===== src/design/ezr_pkg.sv =====
`default_nettype none

package ezr_pkg;

  localparam int CordicStepsDefault = 24;
  localparam int VectorWidthDefault = 32;

  // angle and trig widths
  localparam int AW = 17;   // reduced angle in hundredths of a degree
  localparam int ZW = 34;   // cordic residual angle, Q2.30 with headroom
  localparam int CW = 34;   // cordic x and y, Q1.30 with headroom
  localparam int TW = 32;   // sine and cosine, Q1.30
  localparam int MW = 33;   // matrix coefficients, Q1.30 plus sum headroom
  localparam int VW = 32;   // vector components, Q16.16

  localparam int HalfTurn    = 18000;
  localparam int FullTurn    = 36000;
  localparam int QuarterTurn = 9000;

  // pi * 2^30 = ZInt * HalfTurn + ZFrac
  localparam int ZInt  = 187403;
  localparam int ZFrac = 5426;
  // floor(2^40 / HalfTurn)
  localparam logic [25:0] RecipQ40 = 26'd61083979;
  localparam int RecipShift = 40;

  localparam logic [30:0] GainQ30 = 31'd652032874;

  typedef struct packed {
    logic            to_body;
    logic signed [VW-1:0] x;
    logic signed [VW-1:0] y;
    logic signed [VW-1:0] z;
  } side_t;

  // truncated Q1.30 arctangent of 2^-i
  function automatic logic [30:0] atan_q30(input int i);
    logic [30:0] r;
    case (i)
      0:  r = 31'd843314856;
      1:  r = 31'd497837829;
      2:  r = 31'd263043836;
      3:  r = 31'd133525158;
      4:  r = 31'd67021686;
      5:  r = 31'd33543515;
      6:  r = 31'd16775850;
      7:  r = 31'd8388437;
      8:  r = 31'd4194282;
      9:  r = 31'd2097149;
      10: r = 31'd1048575;
      11: r = 31'd524287;
      12: r = 31'd262143;
      13: r = 31'd131071;
      14: r = 31'd65535;
      15: r = 31'd32767;
      16: r = 31'd16383;
      17: r = 31'd8191;
      18: r = 31'd4095;
      19: r = 31'd2047;
      20: r = 31'd1023;
      21: r = 31'd511;
      22: r = 31'd255;
      23: r = 31'd127;
      24: r = 31'd63;
      25: r = 31'd31;
      26: r = 31'd15;
      27: r = 31'd8;
      28: r = 31'd4;
      29: r = 31'd2;
      30: r = 31'd1;
      default: r = 31'd0;
    endcase
    return r;
  endfunction

  // Q1.30 product rounded half up
  function automatic logic signed [TW-1:0] mul30(input logic signed [TW-1:0] a,
                                                 input logic signed [TW-1:0] b);
    logic signed [2*TW-1:0] p;
    p = (2*TW)'(a) * (2*TW)'(b);
    p = p + $signed({{(2*TW-30){1'b0}}, 1'b1, 29'd0});
    return p[TW+29:30];
  endfunction

endpackage

`default_nettype wire


===== src/design/ezr_angle.sv =====
`default_nettype none

module ezr_angle import ezr_pkg::*; (
  input  logic                 clk_i,
  input  logic                 rst_ni,
  input  logic                 en_i,
  input  logic                 valid_i,
  input  side_t                side_i,
  input  logic signed [15:0]   ang_i [3],
  output logic                 valid_o,
  output side_t                side_o,
  output logic signed [ZW-1:0] z_o [3],
  output logic                 flip_o [3]
);

  // stage a: reduction and split of the constant product
  logic        va_q;
  side_t       sa_q;
  logic [31:0] p1_q [3];
  logic [25:0] t2_q [3];
  logic        neg_a_q [3];
  logic        flip_a_q [3];

  logic [31:0] p1_d [3];
  logic [25:0] t2_d [3];
  logic        neg_d [3];
  logic        flip_d [3];

  always_comb begin
    logic signed [AW-1:0] a;
    logic signed [AW-1:0] m;
    logic [13:0] mag;
    for (int l = 0; l < 3; l++) begin
      a = {ang_i[l][15], ang_i[l]};
      if (a >= AW'(HalfTurn)) begin
        a = a - AW'(FullTurn);
      end else if (a < -AW'(HalfTurn)) begin
        a = a + AW'(FullTurn);
      end
      flip_d[l] = 1'b0;
      if (a > AW'(QuarterTurn)) begin
        a = a - AW'(HalfTurn);
        flip_d[l] = 1'b1;
      end else if (a < -AW'(QuarterTurn)) begin
        a = a + AW'(HalfTurn);
        flip_d[l] = 1'b1;
      end
      neg_d[l] = a[AW-1];
      m = neg_d[l] ? -a : a;
      mag = m[13:0];
      p1_d[l] = 32'(mag) * 32'(ZInt);
      t2_d[l] = 26'(mag) * 26'(ZFrac) + 26'(HalfTurn / 2);
    end
  end

  always_ff @(posedge clk_i or negedge rst_ni) begin
    if (!rst_ni) begin
      va_q <= 1'b0;
    end else if (en_i) begin
      va_q <= valid_i;
    end
  end

  always_ff @(posedge clk_i) begin
    if (en_i) begin
      sa_q <= side_i;
      for (int l = 0; l < 3; l++) begin
        p1_q[l]     <= p1_d[l];
        t2_q[l]     <= t2_d[l];
        neg_a_q[l]  <= neg_d[l];
        flip_a_q[l] <= flip_d[l];
      end
    end
  end

  // stage b: quotient estimate by reciprocal
  logic        vb_q;
  side_t       sb_q;
  logic [31:0] p1_b_q [3];
  logic [25:0] t2_b_q [3];
  logic [11:0] q_b_q [3];
  logic        neg_b_q [3];
  logic        flip_b_q [3];

  logic [11:0] q_d [3];

  always_comb begin
    logic [51:0] prod;
    for (int l = 0; l < 3; l++) begin
      prod = 52'(t2_q[l]) * 52'(RecipQ40);
      q_d[l] = prod[RecipShift+11:RecipShift];
    end
  end

  always_ff @(posedge clk_i or negedge rst_ni) begin
    if (!rst_ni) begin
      vb_q <= 1'b0;
    end else if (en_i) begin
      vb_q <= va_q;
    end
  end

  always_ff @(posedge clk_i) begin
    if (en_i) begin
      sb_q <= sa_q;
      for (int l = 0; l < 3; l++) begin
        p1_b_q[l]   <= p1_q[l];
        t2_b_q[l]   <= t2_q[l];
        q_b_q[l]    <= q_d[l];
        neg_b_q[l]  <= neg_a_q[l];
        flip_b_q[l] <= flip_a_q[l];
      end
    end
  end

  // stage c: quotient correction and signed radians
  logic        vc_q;
  side_t       sc_q;
  logic signed [ZW-1:0] z_q [3];
  logic        flip_c_q [3];

  logic signed [ZW-1:0] z_d [3];

  always_comb begin
    logic [25:0] r;
    logic [11:0] qc;
    logic signed [ZW-1:0] zm;
    for (int l = 0; l < 3; l++) begin
      r  = t2_b_q[l] - 26'(q_b_q[l]) * 26'(HalfTurn);
      qc = (r >= 26'(HalfTurn)) ? q_b_q[l] + 12'd1 : q_b_q[l];
      zm = $signed(ZW'(p1_b_q[l]) + ZW'(qc));
      z_d[l] = neg_b_q[l] ? -zm : zm;
    end
  end

  always_ff @(posedge clk_i or negedge rst_ni) begin
    if (!rst_ni) begin
      vc_q <= 1'b0;
    end else if (en_i) begin
      vc_q <= vb_q;
    end
  end

  always_ff @(posedge clk_i) begin
    if (en_i) begin
      sc_q <= sb_q;
      for (int l = 0; l < 3; l++) begin
        z_q[l]      <= z_d[l];
        flip_c_q[l] <= flip_b_q[l];
      end
    end
  end

  assign valid_o = vc_q;
  assign side_o  = sc_q;
  assign z_o     = z_q;
  assign flip_o  = flip_c_q;

endmodule

`default_nettype wire


===== config.mk =====
export PLATFORM = sky130hd
export DESIGN_NAME = ezr_angle
export DESIGN_NICKNAME = d
export VERILOG_FILES = /design/src/design/ezr_pkg.sv /design/src/design/ezr_angle.sv
export SDC_FILE = /design/constraint.sdc
export NUM_CORES = 2
export LEC_CHECK = 0
export BUFFER_PORTS_ARGS = -buffer_cell sky130_fd_sc_hd__buf_2
export CAP_MARGIN = 10
export CORE_ASPECT_RATIO = 0.8
export CORE_MARGIN = 4
export CORE_UTILIZATION = 33
export DETAILED_ROUTE_END_ITERATION = 8
export HOLD_SLACK_MARGIN = 0.02
export PLACE_DENSITY_LB_ADDON = 0.12
export SKIP_LAST_GASP = 1
export SYNTH_ARGS = -nofsm -noshare
export SYNTH_HDL_FRONTEND = slang
export SYNTH_SLANG_ARGS = --single-unit
export TNS_END_PERCENT = 1

===== constraint.sdc =====
create_clock -name clk_i -period 10.9 [get_ports clk_i]
set_input_delay 2.725 -clock clk_i [delete_from_list [all_inputs] [get_ports clk_i]]
set_output_delay 2.725 -clock clk_i [all_outputs]
set_load 0.05 [all_outputs]

---- Word-level counts from Yosys, hierarchy flattened ----
Memories as Yosys holds them, arrays and structs flattened. A register that Yosys moved wholly into a read port is not among the register bits.
Cells that the tools add are included.
operators by class
  $mul .................................... 12
  mux-type cells .......................... 29
  order comparisons ....................... 15
  add/sub/neg operators ................... 30
operators by type and width
  cell                                                                            number
  17-bit 2-to-1 mux                                                               12
  26-bit by 26-bit multiplier with 52-bit output, second input constant           3
  34-bit 2-to-1 mux                                                               3
  33-bit negation with 34-bit output                                              3
  32-bit by 12-bit adder with 33-bit output                                       3
  14-bit by 18-bit multiplier with 32-bit output, second input constant           3
  26-bit by 14-bit adder with 26-bit output, second input constant                3
  26-bit by 15-bit >= comparator with 1-bit output, second input constant         3
  26-bit subtractor                                                               3
  14-bit by 12-bit multiplier with 25-bit output, second input constant           3
  12-bit by 11-bit multiplier with 22-bit output, second input constant           3
  16-bit by 17-bit adder with 17-bit output, second input constant                3
  17-bit by 16-bit adder with 17-bit output, second input constant                3
  17-bit by 15-bit > comparator with 1-bit output, second input constant          3
  17-bit by 15-bit less-than comparator with 1-bit output, second input constant  3
  16-bit by 17-bit subtractor with 17-bit output, second input constant           3
  17-bit by 16-bit subtractor with 17-bit output, second input constant           3
  16-bit >= comparator, second input constant                                     3
  16-bit less-than comparator, second input constant                              3
  14-bit 2-to-1 mux                                                               3
  14-bit negation                                                                 3
  12-bit by 1-bit adder with 12-bit output, second input constant                 3
  12-bit 2-to-1 mux                                                               3
  1-bit 2-to-1 mux                                                                8
word-level totals
  output and inout port bits .............. 203
  flip-flop bits (word level) ............. 396
  input bits .............................. 149
  RAM bits ................................ 396
  memories ................................ 9
  word-level logic and storage cells ...... 113
memory list
  memory       words  width  read ports  clocked after Yosys merged registers in  write ports  RTL line         RTL
  p1_b_q       3      32     3           0                                        3            ezr_angle.sv:79  logic [31:0] p1_b_q [3];
  p1_q         3      32     3           0                                        3            ezr_angle.sv:19  logic [31:0] p1_q [3];
  t2_b_q       3      26     3           0                                        3            ezr_angle.sv:80  logic [25:0] t2_b_q [3];
  t2_q         3      26     3           0                                        3            ezr_angle.sv:20  logic [25:0] t2_q [3];
  q_b_q        3      12     3           0                                        3            ezr_angle.sv:81  logic [11:0] q_b_q [3];
  flip_a_q     3      1      3           0                                        3            ezr_angle.sv:22  logic flip_a_q [3];
  +3 memories  --     --     --          --                                       --           --

---- Logic depth before layout (Yosys ltp) ----
  depth in word-level cells ............... 10
  gate-level depth with buffers ........... 47
  depth with buffers taken out ............ 44

---- Worst setup path before layout ----
No wires, ideal clock.
  path type ............................... input to register
  start point ............................. input port ang_i[6] (netlist bit)
  end point ............................... memory p1_q[2][30], in the netlist p1_q[0][94], data pin
  setup time .............................. 0.258 ns
  data required time ...................... 10.642 ns
  arrival ................................. 11.852 ns
  path buffers ............................ 1
  path slack .............................. -1.210 ns
  cell stages on the path ................. 39
  path through ............................ buf_2 -> inv_1 -> ha_1 -> nor2b_1 -> o311a_1 -> or4_2 -> o211a_1 -> and4_4 -> a221oi_4 -> o32ai_1 -> xor2_1 -> nor4b_2 -> nand4b_1 -> o41ai_2 -> xor2_1 -> ha_1 -> inv_1 -> fa_1 -> [3 not listed] -> fa_1 -> inv_1 -> fa_1 -> inv_1 -> fa_1 -> inv_1 -> ha_1 -> or4_1 -> or2_2 -> and3_1 -> a22o_1 -> a41oi_1 -> a21oi_1 -> a211oi_1 -> nor2_1 -> a211o_1 -> a21oi_1 -> xnor2_1
RTL lines
  item                RTL line         RTL
  start: declaration  ezr_angle.sv:9   input logic signed [15:0] ang_i [3],
  end: declaration    ezr_angle.sv:19

==> run_results.csv <==
group,metric,value,unit
synthesis,synth_area_leaders,"edfxtp_1, ha_1, fa_1",
synthesis,synth_area,0.0903,mm²
synthesis,yosys_warnings,0,
run,drv_cap,0,
placement,dpl.hpwl,191000,µm
sta,slew_viol_final,0,
sta,fin_setup_tns,-0.288,ns
sta,setup_slack,-0.105,ns
synthesis,synth_top_family_by_area,"adder cells",
route,route.detailed.drc,0,
setup_path,arrival,11.44,ns
sta,max_freq,90.9,MHz
clock_network,clock_sinks,777,
cells_and_area,layout-area-overhead-vs-synth,22.6,%
worst_hold_path,hp-class,"reg -> reg",
global_route,overflow,0,
synthesis,synthAdderAreaFrac,43.9,%
floorplanning,floorplan.initialDensity,33.2,%
route,vias,64400,
synthesis,synth_xor_area_share,5.97,%
setup_path,worst_setup_path_start_kind,"input pin",
route,drtPass1Iterations,6,
cells_and_area,nets,12700,
synthesis,synth_mux_area_share,0.287,%
placement,dpl_worst_slack,-1.27,ns
cells_and_area,layout_commonest_cell,"ha_1",
floorplanning,dieArea,0.282,mm²
global_route,grt_usage,16.3,%
placement,place.gp.congestion,0.877,
sta,period_share,101,%
sta,rsz0062_at_grt,"yes",
clock_network,clk_pin_slew,0.07,ns
setup_path,end_kind,"flip-flop",
route,wl_per_cell,16.8,µm
synthesis,yosys.area.top_type_share,25.7,%
setup_path,path_class,"in -> reg",
setup_path,worstPathRequired,11.34,ns
placement,portBuffers,351,
floorplanning,die-height,476,µm
status,violations,"negative setup slack",
clock_network,cts_max_level,3,
global_route,grt_pass1_vias,67300,
synthesis,yosys.area_share.simple,7.75,%
synthesis,ys_seq_area_share,25.8,%
clock_network,numCtsBuffers,88,
cells_and_area,layout-drive-gt1-share,21.2,%
status,status,"finished, violations left",
setup_path,rr_startpoint,"q_b_q[0][29]",
cells_and_area,design_area,0.111,mm²
global_route,grt_max_degree,165,
sta,worst_pin_slew,1.19,ns
clock_network,root_buffer,"clkbuf_16",
route,wl,229000,µm
floorplanning,fp.coreArea,0.272,mm²
route,detail_route.vias_per_cell,4.71,
route,ant_nets,0,
sta,layout_min_cycle_time,11.01,ns
synthesis,avgSynthCellArea,11.0,µm²
synthesis,synthFlopType,"edfxtp_1",
sta,relSlewSlack,20.7,%
floorplanning,core.rowCount,171,
synthesis,synth.distinct_cells,124,
synthesis,synth_largest_area_cell,"edfxtp_1",
sta,finalHoldViolCount,0,
clock_network,cts_tree,"built",
placement,place_area,0.107,mm²
setup_path,startpoint,"ang_i[11]",
cells_and_area,mostFrequentLayoutCells,"ha_1, inv_1, buf_4, fa_1, edfxtp_1",
synthesis,synthArstFlopShare,0.386,%
sta,worst_clock_skew,0.0512,ns
synthesis,synth-edff-count,774,
route,drt_iter0_drc,2921,
synthesis,yosys_register_bits,777,
worst_hold_path,hp-start,"p1_q[0][7]",
clock_network,clkLatencyLatePin,0.73,ns
global_route,grt_pass1_wl,370000,µm
global_route,antenna_found_initial,5,
floorplanning,num_io_pins,352,
synthesis,synth_nets,11000,
clock_network,clk_path_buf_depth,3,
sta,finalSetupViolCount,4,
synthesis,synth_compound_area_share,9.49,%
setup_path,worstPathMaxFanout,5,
setup_path,cpPeakStageDelay,0.54,ns
setup_path,worst_path_max_delay_cell,"fa_1",
floorplanning,die_width,593,µm
setup_path,crit_top_cell,"inv_2",
synthesis,synth_cells,8232,
[cells by family after synthesis]
kind of cell,after synthesis
multiplexers,25
buffers and inverters,1616
XOR/XNOR,607
AO/OA/AOI/OAI,1217
flip-flops,777
adder cells (fa/ha/maj),2629
AND/OR/NAND/NOR,1361
[area by class of cell]
class | instances | area [µm²]
repair buffers | 1703 | 12000
clock buffers | 102 | 2270
clock inverters | 62 | 785
multi-input cells | 5839 | 62000
fillers | 26400 | 161000
inverters | 1539 | 5800
well taps | 3633 | 4550
flip-flops and latches | 777 | 23300
diodes | 1 | 2.50
[synthesized netlist by cell type (64+ instances only)]
cell type and n:
xnor2_1 407, inv_1 1537, nand2_1 292, nor3_1 143
nand3_1 114, nand2b_1 66, nor2_1 293, o21ai_0 222
a21o_1 110, fa_1 903, a21oi_1 263, xor2_1 193
edfxtp_1 774, nor2b_1 64, ha_1 1725
[timing repair]
| action | 4_1_cts | 5_1_grt |
|---|---|---|
| gates cloned | 0 | 0 |
| hold buffers | 0 | 0 |
| pin swaps | 10 | 93 |
| endpoints found under the setup margin | 55 | 107 |
| buffers inserted | 6 | 32 |
| resized for setup | 24 | 141 |
[critical path: cells and delay by family]
| family | cells | cell delay [ns] |
|---|---|---|
| adder cells (fa/ha/maj) | 7 | 2.49 |
| buffers and inverters | 10 | 0.93 |
| multiplexers | 1 | 0.17 |
| AO/OA/AOI/OAI | 12 | 2.93 |
| XOR/XNOR | 2 | 0.34 |
| AND/OR/NAND/NOR | 7 | 1.83 |
[layer usage]
layer	global-route usage, %	vias to the layer above	part of all wire [%]
met5	0	-	0
met4	2.62	0	1.5
met3	1.72	173	2.8
met2	26.7	748	46
met1	23.6	31600	50
li1	-	31800	-
[sequential cells by signal, summed over array words and instances, names as in the netlist]
name / count
z_o: 102
sa_q: 97
sb_q: 97
side_o: 97
p1_b_q: 96
p1_q: 96
t2_q: 72
t2_b_q: 66
q_b_q: 36
flip_a_q: 3
flip_b_q: 3
flip_o: 3
neg_a_q: 3
neg_b_q: 3
va_q: 1
valid_o: 1
vb_q: 1
[final timing paths]
check | end | slack [ns] | cells after the start
min in group asynchronous | va_q | 1.77 | 1
max | p1_q[0][94] | -0.11 | 39
min reg2reg | p1_b_q[0][7] | 0.39 | 0
min | p1_b_q[0][7] | 0.39 | 0
max reg2reg | z_o[33] | 0.16 | 43
max in group asynchronous | vb_q | 9.03 | 1
[stage by stage]
step / utilization (%) / hold slack (ns) / instances
floorplan: - / 0.400 / 8232
global placement: 39.2 / 0.400 / 13500
detailed placement: 39.2 / 0.405 / 13500
CTS: 40.4 / 0.379 / 13600
global route: 40.7 / 0.386 / 13700
finish: 40.7 / 0.389 / 13700
Power is left out: the tool's default activity adds up to more than one toggle a clock period on the data nets, which glitch-free logic cannot reach.
